`src/rtl/sms_pkg.sv`:
```
`timescale 1ns / 1ps
// Shared types, register codes and helpers for the SPI master serializer.
// No dependencies; every rtl file imports this package.
package sms_pkg;

  localparam int WORD_BITS = 8;
  localparam int WAIT_W    = 16;
  localparam int BIT_IDX_W = $clog2(WORD_BITS);
  localparam int CFG_IDX_W = 2;
  localparam int CFG_DAT_W = 16;

  localparam logic [CFG_IDX_W-1:0] CFG_SPI_MODE   = 2'd0;
  localparam logic [CFG_IDX_W-1:0] CFG_LSB_FIRST  = 2'd1;
  localparam logic [CFG_IDX_W-1:0] CFG_WAIT_TICKS = 2'd2;

  localparam logic [WAIT_W-1:0] WAIT_TICKS_RST = 16'hFFFF;

  localparam logic OP_TICK = 1'b0;
  localparam logic OP_LOAD = 1'b1;

  typedef enum logic [1:0] {
    PH_IDLE  = 2'd0,
    PH_WAIT1 = 2'd1,
    PH_WAIT2 = 2'd2
  } phase_t;

  typedef struct packed {
    logic                 operation;
    logic [WORD_BITS-1:0] tx_byte;
    logic                 last_byte;
    logic                 miso_level;
  } item_t;

  typedef struct packed {
    logic                 sck_level;
    logic                 mosi_level;
    logic                 cs_n_level;
    logic                 rx_valid;
    logic [WORD_BITS-1:0] rx_byte;
    logic                 busy_res;
  } result_t;

  typedef struct packed {
    logic                 we;
    logic [CFG_IDX_W-1:0] index;
    logic [CFG_DAT_W-1:0] data;
  } cfg_wr_t;

  function automatic logic [WORD_BITS-1:0] flip_word(input logic [WORD_BITS-1:0] v);
    logic [WORD_BITS-1:0] r;
    for (int i = 0; i < WORD_BITS; i++) begin
      r[i] = v[WORD_BITS-1-i];
    end
    return r;
  endfunction

endpackage

```
`src/rtl/sms_core.sv`:
```
`timescale 1ns / 1ps
// Bit timing state, configuration registers and one-word step logic.
// Depends on sms_pkg; instantiated by spi_master_serializer_unit.
module sms_core
  import sms_pkg::*;
(
  input  logic    clk,
  input  logic    rst_n,
  input  logic    step,
  input  item_t   item,
  input  cfg_wr_t cfg_wr,
  output result_t res
);

  logic [1:0]           spi_mode_r, spi_mode_nxt;
  logic                 lsb_first_r, lsb_first_nxt;
  logic [WAIT_W-1:0]    wait_ticks_r, wait_ticks_nxt;
  logic [WAIT_W-1:0]    wait_count_r, wait_count_nxt;
  logic [BIT_IDX_W-1:0] bit_index_r, bit_index_nxt;
  logic [WORD_BITS-1:0] tx_shift_r, tx_shift_nxt;
  logic [WORD_BITS-1:0] rx_shift_r, rx_shift_nxt;
  phase_t               phase_r, phase_nxt;
  logic                 clock_level_r, clock_level_nxt;
  logic                 select_active_r, select_active_nxt;
  logic                 release_after_r, release_after_nxt;
  logic                 mosi_r, mosi_nxt;

  logic [WAIT_W-1:0]    span;
  logic [WAIT_W-1:0]    cnt_inc;
  logic                 wait_hit;
  logic                 busy_now;
  logic                 cpha;
  logic                 cpol;
  logic [WORD_BITS-1:0] tx_load;
  logic [BIT_IDX_W-1:0] bit_dec;
  logic                 rx_valid;

  assign cpha     = spi_mode_r[0];
  assign cpol     = spi_mode_r[1];
  assign span     = (wait_ticks_r == '0) ? WAIT_W'(1) : wait_ticks_r;
  assign cnt_inc  = wait_count_r + WAIT_W'(1);
  assign wait_hit = (cnt_inc >= span);
  assign busy_now = (phase_r == PH_WAIT1) || (phase_r == PH_WAIT2);
  assign tx_load  = lsb_first_r ? flip_word(item.tx_byte) : item.tx_byte;
  assign bit_dec  = bit_index_r - BIT_IDX_W'(1);

  always_comb begin
    spi_mode_nxt      = spi_mode_r;
    lsb_first_nxt     = lsb_first_r;
    wait_ticks_nxt    = wait_ticks_r;
    wait_count_nxt    = wait_count_r;
    bit_index_nxt     = bit_index_r;
    tx_shift_nxt      = tx_shift_r;
    rx_shift_nxt      = rx_shift_r;
    phase_nxt         = phase_r;
    clock_level_nxt   = clock_level_r;
    select_active_nxt = select_active_r;
    release_after_nxt = release_after_r;
    mosi_nxt          = mosi_r;
    rx_valid          = 1'b0;

    if (step) begin
      if (item.operation == OP_LOAD) begin
        if (!busy_now) begin
          tx_shift_nxt      = tx_load;
          rx_shift_nxt      = '0;
          release_after_nxt = item.last_byte;
          select_active_nxt = 1'b1;
          clock_level_nxt   = cpol ^ cpha;
          bit_index_nxt     = BIT_IDX_W'(WORD_BITS - 1);
          mosi_nxt          = tx_load[WORD_BITS-1];
          wait_count_nxt    = '0;
          phase_nxt         = PH_WAIT1;
        end
      end else begin
        unique case (phase_r)
          PH_WAIT1: begin
            if (wait_hit) begin
              wait_count_nxt  = '0;
              clock_level_nxt = ~clock_level_r;
              phase_nxt       = PH_WAIT2;
            end else begin
              wait_count_nxt = cnt_inc;
            end
          end
          PH_WAIT2: begin
            if (wait_hit) begin
              wait_count_nxt = '0;
              rx_shift_nxt   = {rx_shift_r[WORD_BITS-2:0], item.miso_level};
              if (bit_index_r == '0) begin
                // last bit: only the CPHA=0 trailing edge applies
                clock_level_nxt = clock_level_r ^ ~cpha;
                rx_valid        = 1'b1;
                phase_nxt       = PH_IDLE;
                bit_index_nxt   = BIT_IDX_W'(WORD_BITS - 1);
                if (release_after_r) begin
                  select_active_nxt = 1'b0;
                end
              end else begin
                // trailing edge (CPHA=0) or leading edge (CPHA=1): one toggle
                clock_level_nxt = ~clock_level_r;
                bit_index_nxt   = bit_dec;
                mosi_nxt        = tx_shift_r[bit_dec];
                phase_nxt       = PH_WAIT1;
              end
            end else begin
              wait_count_nxt = cnt_inc;
            end
          end
          default: ;
        endcase
      end
    end

    if (cfg_wr.we) begin
      unique case (cfg_wr.index)
        CFG_SPI_MODE: begin
          spi_mode_nxt    = cfg_wr.data[1:0];
          clock_level_nxt = cfg_wr.data[1];
        end
        CFG_LSB_FIRST:  lsb_first_nxt  = cfg_wr.data[0];
        CFG_WAIT_TICKS: wait_ticks_nxt = cfg_wr.data[WAIT_W-1:0];
        default: ;
      endcase
    end
  end

  always_comb begin
    res.sck_level  = clock_level_nxt;
    res.mosi_level = mosi_nxt;
    res.cs_n_level = ~select_active_nxt;
    res.rx_valid   = rx_valid;
    res.rx_byte    = rx_valid ? rx_shift_nxt : '0;
    res.busy_res   = (phase_nxt == PH_WAIT1) || (phase_nxt == PH_WAIT2);
  end

  always_ff @(posedge clk) begin
    if (!rst_n) begin
      spi_mode_r      <= '0;
      lsb_first_r     <= 1'b0;
      wait_ticks_r    <= WAIT_TICKS_RST;
      wait_count_r    <= '0;
      bit_index_r     <= BIT_IDX_W'(WORD_BITS - 1);
      tx_shift_r      <= '0;
      rx_shift_r      <= '0;
      phase_r         <= PH_IDLE;
      clock_level_r   <= 1'b0;
      select_active_r <= 1'b0;
      release_after_r <= 1'b0;
      mosi_r          <= 1'b0;
    end else begin
      spi_mode_r      <= spi_mode_nxt;
      lsb_first_r     <= lsb_first_nxt;
      wait_ticks_r    <= wait_ticks_nxt;
      wait_count_r    <= wait_count_nxt;
      bit_index_r     <= bit_index_nxt;
      tx_shift_r      <= tx_shift_nxt;
      rx_shift_r      <= rx_shift_nxt;
      phase_r         <= phase_nxt;
      clock_level_r   <= clock_level_nxt;
      select_active_r <= select_active_nxt;
      release_after_r <= release_after_nxt;
      mosi_r          <= mosi_nxt;
    end
  end

  a_done_goes_idle: assert property (@(posedge clk) disable iff (!rst_n)
    step && rx_valid |=> phase_r == PH_IDLE)
    else $error("phase not idle after completed word");

  a_idle_index: assert property (@(posedge clk) disable iff (!rst_n)
    phase_r == PH_IDLE |-> bit_index_r == BIT_IDX_W'(WORD_BITS - 1))
    else $error("bit index not rewound while idle");

  a_release_cs: assert property (@(posedge clk) disable iff (!rst_n)
    step && rx_valid && release_after_r |=> !select_active_r)
    else $error("chip select held after last word");

endmodule

```
`src/rtl/spi_master_serializer_unit.sv`:
```
`timescale 1ns / 1ps
// SPI master serializer top: input register, step logic, result register.
// An accepted word steps from the input register into the result register.
// Throughput: one word per clock; while out_stall holds the result register,
// the input register takes one more word and then stalls.
// Reset (rst_n low, synchronous) clears both stages, mode 0, wait 65535 ticks.
// Depends on sms_pkg and sms_core.
module spi_master_serializer_unit
  import sms_pkg::*;
(
  input  logic                 clk,
  input  logic                 rst_n,

  input  logic                 in_valid,
  output logic                 in_stall,
  input  logic                 in_operation,
  input  logic [WORD_BITS-1:0] in_tx_byte,
  input  logic                 in_last_byte,
  input  logic                 in_miso_level,

  output logic                 out_valid,
  input  logic                 out_stall,
  output logic                 out_sck_level,
  output logic                 out_mosi_level,
  output logic                 out_cs_n_level,
  output logic                 out_rx_valid,
  output logic [WORD_BITS-1:0] out_rx_byte,
  output logic                 out_busy_res,

  input  logic                 cfg_valid,
  output logic                 cfg_ready,
  input  logic [CFG_IDX_W-1:0] cfg_index,
  input  logic [CFG_DAT_W-1:0] cfg_data
);

  logic    s1_valid_r, s1_valid_nxt;
  item_t   s1_item_r;
  logic    s2_valid_r, s2_valid_nxt;
  result_t s2_res_r;
  logic    s1_adv;
  logic    in_take;
  result_t core_res;
  cfg_wr_t cfg_wr;

  // advance the held word when the result register is free or draining
  assign s1_adv    = s1_valid_r && (!s2_valid_r || !out_stall);
  assign in_stall  = s1_valid_r && !s1_adv;
  assign in_take   = in_valid && !in_stall;
  assign cfg_ready = !s1_valid_r && !s2_valid_r;

  assign cfg_wr.we    = cfg_valid && cfg_ready;
  assign cfg_wr.index = cfg_index;
  assign cfg_wr.data  = cfg_data;

  assign s1_valid_nxt = in_take || (s1_valid_r && !s1_adv);
  assign s2_valid_nxt = s1_adv || (s2_valid_r && out_stall);

  sms_core u_core (
    .clk    (clk),
    .rst_n  (rst_n),
    .step   (s1_adv),
    .item   (s1_item_r),
    .cfg_wr (cfg_wr),
    .res    (core_res)
  );

  always_ff @(posedge clk) begin
    if (!rst_n) begin
      s1_valid_r <= 1'b0;
      s2_valid_r <= 1'b0;
    end else begin
      s1_valid_r <= s1_valid_nxt;
      s2_valid_r <= s2_valid_nxt;
    end
  end

  always_ff @(posedge clk) begin
    if (in_take) begin
      s1_item_r.operation  <= in_operation;
      s1_item_r.tx_byte    <= in_tx_byte;
      s1_item_r.last_byte  <= in_last_byte;
      s1_item_r.miso_level <= in_miso_level;
    end
    if (s1_adv) begin
      s2_res_r <= core_res;
    end
  end

  assign out_valid      = s2_valid_r;
  assign out_sck_level  = s2_res_r.sck_level;
  assign out_mosi_level = s2_res_r.mosi_level;
  assign out_cs_n_level = s2_res_r.cs_n_level;
  assign out_rx_valid   = s2_res_r.rx_valid;
  assign out_rx_byte    = s2_res_r.rx_byte;
  assign out_busy_res   = s2_res_r.busy_res;

  a_no_cfg_when_busy: assert property (@(posedge clk) disable iff (!rst_n)
    cfg_wr.we |-> !s1_adv)
    else $error("register write collided with a word step");

  a_word_reaches_output: assert property (@(posedge clk) disable iff (!rst_n)
    s1_adv |=> s2_valid_r)
    else $error("stepped word missing from result register");

  a_stall_only_when_full: assert property (@(posedge clk) disable iff (!rst_n)
    in_stall |-> s1_valid_r && s2_valid_r && out_stall)
    else $error("input stalled with room downstream");

endmodule
```
`config.mk`:
```
export PLATFORM = sky130hd
export DESIGN_NAME = spi_master_serializer_unit
export DESIGN_NICKNAME = d
export VERILOG_FILES = /design/src/rtl/sms_pkg.sv /design/src/rtl/sms_core.sv /design/src/rtl/spi_master_serializer_unit.sv
export SDC_FILE = /design/constraint.sdc
export NUM_CORES = 1
export LEC_CHECK = 0
export ABC_CLOCK_PERIOD_IN_PS = 4500
export CAP_MARGIN = 40
export CORE_MARGIN = 1.5
export CORE_UTILIZATION = 62
export CTS_BUF_LIST = sky130_fd_sc_hd__clkbuf_4 sky130_fd_sc_hd__clkbuf_8
export DETAILED_ROUTE_END_ITERATION = 7
export DONT_BUFFER_PORTS = 1
export GPL_ROUTABILITY_DRIVEN = 0
export PLACE_DENSITY = 0.86
export SETUP_SLACK_MARGIN = 0.2
export SLEW_MARGIN = 25
export SYNTH_ARGS = -nofsm -noshare
export SYNTH_HDL_FRONTEND = slang
export SYNTH_SLANG_ARGS = --single-unit
```
`constraint.sdc`:
```
create_clock -name clk -period 4.5 [get_ports clk]
set_input_delay 0.45 -clock clk [delete_from_list [all_inputs] [get_ports clk]]
set_output_delay 0.45 -clock clk [all_outputs]
set_load 0.05 [all_outputs]
```
==> results of run 1 <==
## report_power, final
group | leakage, nW | internal, W | switching, W
Combinational | 1.11 | 0.0000400 | 0.0000662
Sequential | 0.719 | 0.000815 | 0.0000405
Clock | 0.0837 | 0.000202 | 0.000282
Total | 1.91 | 0.00106 | 0.000388
## state kept, by name, summed over array words and instances, names as in the netlist, 2 cells and up
| name | count |
|---|---|
| out_rx_byte | 8 |
| s1_item_r | 11 |
| u_core.bit_index_r | 3 |
| u_core.phase_r | 2 |
| u_core.rx_shift_r | 7 |
| u_core.spi_mode_r | 2 |
| u_core.tx_shift_r | 8 |
| u_core.wait_count_r | 16 |
| u_core.wait_ticks_r | 16 |
## stage by stage
step / total power [W] / instance area (sq um) / setup WS [ns] / hold slack [ns] / util, %
2_1_floorplan: 0.000955 / 4420 / 0.931 / 0.443 / -
3_3_place_gp: 0.000969 / 4450 / 0.628 / 0.461 / 65.1
3_5_place_dp: 0.000974 / 4450 / 0.447 / 0.476 / 65.2
4_1_cts: 0.00145 / 4630 / 0.423 / 0.165 / 67.7
5_1_grt: 0.00151 / 4670 / 0.262 / 0.153 / 68.3
6_report: 0.00145 / 4670 / 0.519 / 0.183 / 68.3
## cell families after synthesis
logic type | after synthesis | share of synthesized area, %
flip-flops | 85 | 44.0
AO/OA/AOI/OAI | 112 | 20.1
AND/OR/NAND/NOR | 145 | 16.8
buffers and inverters | 47 | 4.98
adder cells (fa/ha/maj) | 22 | 6.23
multiplexers | 17 | 4.45
XOR/XNOR | 18 | 3.57
## cell usage in the layout, fill, tap and decap left out, drive strengths merged, types with 10 or more instances in the layout
| cell | n |
|---|---|
| mux2i | 14 |
| edfxtp | 24 |
| o211ai | 15 |
| dfxtp | 61 |
| nor3 | 15 |
| a211oi | 10 |
| inv | 29 |
| nand2 | 42 |
| nor2 | 33 |
| clkbuf | 10 |
| a21oi | 29 |
| ha | 22 |
| nand3 | 15 |
## timing repair
| action | in CTS | in global routing |
|---|---|---|
| hold endpoints to repair | 0 | 0 |
| setup endpoints to repair | 0 | 11 |
| resized for setup | 0 | 1 |
## critical path, stage by stage, from the launching register on
cell and delay (ns):
dfxtp_1 0.45, ha_1 0.29, and3_1 0.27, and4_1 0.34
nand3_1 0.13, xnor2_1 0.18, ha_1 0.35, nand4_2 0.12
nor3_4 0.36, or4b_1 0.66, nand3_1 0.19, a21oi_1 0.09
or3_1 0.31
## synthesized netlist by cell type (all sizes together), types with 6 or more instances
library cell and count:
and2 9, xnor2 9, a21oi 29, clkbuf 14, o211ai 15, edfxtp 24
xor2 9, inv 27, a311oi 6, nand3 15, nor2 33, o211a 9
o21ai 8, a211oi 10, mux2i 14, nor3 15, dfxtp 61, ha 22
nand2 42, a31oi 6
## cell type report
type	instances	area, sq um
multi-input combinational	314	2260
fill	530	2170
sequential	85	1940
clock buffer	9	124
tap	96	120
inverter	28	105
timing repair buffer	7	63.8
clock inverter	7	50.0
## routing by layer
layer / track usage [%] / up-vias
li1: - / 1644
met1: 33.7 / 1518
met2: 35.7 / 117
met3: 7.58 / 11
met4: 7.36 / 0
met5: 0 / -
## path summary, 6_finish.rpt
path | slack, ns | to | cells after the start
max | 0.52 | out_mosi_level | 12
min reg2reg | 0.49 | u_core.rx_shift_r[6] | 2
min | 0.18 | s1_item_r[7] | 0
max reg2reg | 0.52 | out_mosi_level | 12
==> run metrics, run 1 <==
HP Start=in_tx_byte[5]; RSZ-0062 raised after global routing=no; leakage power=1.91 nW; Clock Pin Slew Worst Setup and Hold Paths=0.09 ns; Finished Layout Cells=546; clk_lat worst skew=between 0.3 and 0.4 ns; crit share post-route=88.5%; metal1 wirelength=4050 um; CP max FO=7; syn avg cell area=slightly below 10 sq um; total CTS buffers=9; Seq/Total Area, Yosys=a little over two fifths; Post-DP HPWL=between 6000 and 7000 um; # rows=30; CTS root buf=clkbuf_8; DRT iter0 DRCs=approximately 250; CORE AREA=around 6800 sq um; Cells after Synth=446; Port Buf Inserts=0; Clock Tree Buf Depth=2; area delta synth->final=5.61%; Distinct cells, synth=just under 70; Worst Hold Class=in -> reg; sum of negative setup slack=0 ns; Final Hold Fails=0; Finish-stage setup viols=0; global-route wire length before repair=14000 um; Starting Density=64.7%; CTS sink count=85; worst setup path category=reg -> reg; Synth warnings=0; overall routing resource usage=24.1%; die width=87.4 um; PwrDens=310 nW/um^2; number of synthesized flops with an enable pin=24; Post-DRT Antenna Nets=0; top cell type's share of synthesized area=between 20% and 30%; peak supply drop=roughly 170 uV; status=completed; dominant cells by area after synthesis=dfxtp_1 28%, edfxtp_1 16%, ha_1 6.2%; DRC Markers=0; Worst-Margin Slew=0.814 ns; vias per cell=6.03; CP Capture Type=flip-flop; top layer in use=met4; Final min period=around 4 ns; pin count of the biggest net entering global routing=35; CP arrival=just over 4 ns; Pre-antenna DRT Iters=6; Worst Setup SP=u_core.wait_count_r[0]; startpoint class of the critical path=flip-flop; number of global-route vias before repair=between 2000 and 3000; Syn Std Cell Area=~4400 sq um; Async SR Flop Fraction=0%; CP required=4.61 ns; Synth Flop Type=dfxtp_1; initial antenna violation count=0; Reg-to-Reg Start=u_core.wait_count_r[0]; Synthesized Nets=~500; die area=between 7000 and 8000 sq um; worst clock skew=0.00792 ns; share of cells above drive strength 1=9.33%; die height=87.4 um; dpl cells=around 530; TritonCTS clock tree=built; total number of vias=around 3300; Max Cap Viol=0; Setup Buffers After CTS=0; Slew Limit Headroom=a little under half; met3 wire length=around 610 um; # IOs=50; GRT Residual Overflow=0; Max Freq=0.251 GHz; WL/cell=roughly 16 um; #FFs+latches synth=85; DRT Wirelength=approximately 8700 um; max-slew violations=0; CTS Hold Bufs=0; post-synth top area cell=dfxtp_1; Clock H-tree levels=3; diode count=0; nets=501; WL met2=3900 um
Power figures use the tool's default switching activity.
==> run 2: changes to the inputs <==
Settings changed: ABC_CLOCK_PERIOD_IN_PS 4500 to default, CORE_UTILIZATION 62 to 65, PLACE_DENSITY 0.86 to 0.89.
Clock period 4.5 ns to 4.3 ns, I/O delays scaled along.
==> run metrics, run 2 (same netlist as run 1, synthesis figures left out) <==
Clock H-tree levels=3; CP Capture Type=flip-flop; Slew Limit Headroom=between 40% and 50%; Final min period=3.83 ns; CP required=roughly 4.4 ns; GRT Residual Overflow=0; area delta synth->final=5.66%; status=finished, violations left; die area=around 7300 sq um; Finished Layout Cells=526; sum of negative setup slack=0 ns; DRC Markers=5; Max Freq=roughly 0.26 GHz; Final Hold Fails=0; diode count=0; DRT iter0 DRCs=223; dpl cells=between 500 and 600; Clock Pin Slew Worst Setup and Hold Paths=roughly 0.090 ns; CTS Hold Bufs=0; worst reg-to-reg setup slack=about 0.47 ns; worst setup path category=reg -> reg; global-route wire length before repair=between 10000 and 15000 um; total number of vias=approximately 3400; Final Cell Area=between 4000 and 5000 sq um; TritonCTS clock tree=built; peak supply drop=between 200 and 300 uV; DRT Wirelength=8810 um; die width=85.4 um; # rows=29; clk_lat worst skew=between 0.3 and 0.4 ns; most common cell after layout, fill and taps aside=dfxtp_1; Max Cap Viol=0; Pre-antenna DRT Iters=6; WL/cell=about 17 um; failing checks=DRC; fin worst setup slack=between 0.4 and 0.5 ns; nets=500; Worst Hold Class=in -> reg; total CTS buffers=9; worst clock skew=~0.0062 ns; crit share post-route=between 80 and 90%; RSZ-0062 raised after global routing=no; max-slew violations=0; PwrDens=approximately 340 nW/um^2; Starting Density=roughly two thirds; Post-DRT Antenna Nets=0; share of cells above drive strength 1=a little under 10%; startpoint class of the critical path=flip-flop; most frequent cells in the layout=61 x dfxtp_1, 42 x nand2_1, 33 x nor2_1; Post-DP HPWL=6450 um; CORE AREA=6460 sq um; die height=roughly 85 um; vias per cell=roughly 6.4; overall routing resource usage=roughly 25%; Clock Tree Buf Depth=2; final core utilization=between 70% and 80%; CTS sink count=between 80 and 90; CTS root buf=clkbuf_8; placed instance area=between 4000 and 5000 sq um; CP arrival=between 3 and 4 ns; # IOs=50; CP max FO=6; pin count of the biggest net entering global routing=35; number of global-route vias before repair=between 3000 and 4000; initial antenna violation count=0; Post-Place Worst Slack=0.335 ns; Port Buf Inserts=0; Finish-stage setup viols=0; Worst-Margin Slew=0.795 ns; Top Registers=u_core.wait_count_r: 16 flops, u_core.wait_ticks_r: 16 flops, s1_item_r: 11 flops; leakage power=1.93 nW
## run 2: cell types whose count changed in the layout (fill, tap and decap cells not counted), sizes merged
cell      before  now
clkbuf        10    9
bufinv         0    1
inv           29   30
clkinvlp       2    0
## run 2: worst max-delay path: stages, from the launching register on
cell,delay [ns]
dfxtp_1,0.45
ha_1,0.26
and3_1,0.26
and4_1,0.32
nand3_1,0.12
xnor2_1,0.24
ha_1,0.31
and4_2,0.27
a221oi_4,0.52
nand3_1,0.23
a211oi_1,0.46
xor2_1,0.13
## run 2: repair_timing
| action | CTS | global route |
|---|---|---|
| endpoints found under the setup margin | 0 | 26 |
| gates resized for setup | 0 | 3 |
| buffers inserted | 0 | 1 |
## run 2: area by class of cell
cell class | instances | area (sq um)
timing repair buffer | 6 | 48.8
sequential | 85 | 1940
multi-input combinational | 314 | 2270
clock inverter | 7 | 81.3
clock buffer | 9 | 124
fill | 469 | 1790
tap | 77 | 96.3
inverter | 28 | 105
## run 2: final timing paths
kind | startpoint | to | depth (start not counted)
setup / recovery | u_core.wait_count_r[0] | out_busy_res | 11
hold / removal | rst_n | u_core.wait_ticks_r[0] | 1
setup reg to reg | u_core.wait_count_r[0] | out_busy_res | 11
hold reg to reg | u_core.wait_ticks_r[0] | u_core.wait_ticks_r[0] | 2
## run 2: power by group
part           switching (W)  total (W)  leakage (nW)  internal [W]
combinational      0.0000695   0.000109          1.11     0.0000395
clock               0.000303   0.000580         0.106      0.000277
sequential         0.0000425   0.000896         0.719      0.000853
total               0.000415    0.00158          1.93       0.00117
## run 2: per-layer routing
layer	global-route usage [%]	vias to the layer above	wire length [um]
li1	-	1639	-
met1	33.6	1641	4050
met4	7.33	0	109
met2	40.2	90	4140
met3	6.81	11	504
met5	0	-	0
## run 2: stage by stage
stage               total power, W  hold slack (ns)
finish                     0.00158            0.146
global route               0.00164            0.138
CTS                        0.00159            0.132
detailed placement         0.00102            0.481
global placement           0.00101            0.461
floorplan                 0.000999            0.443
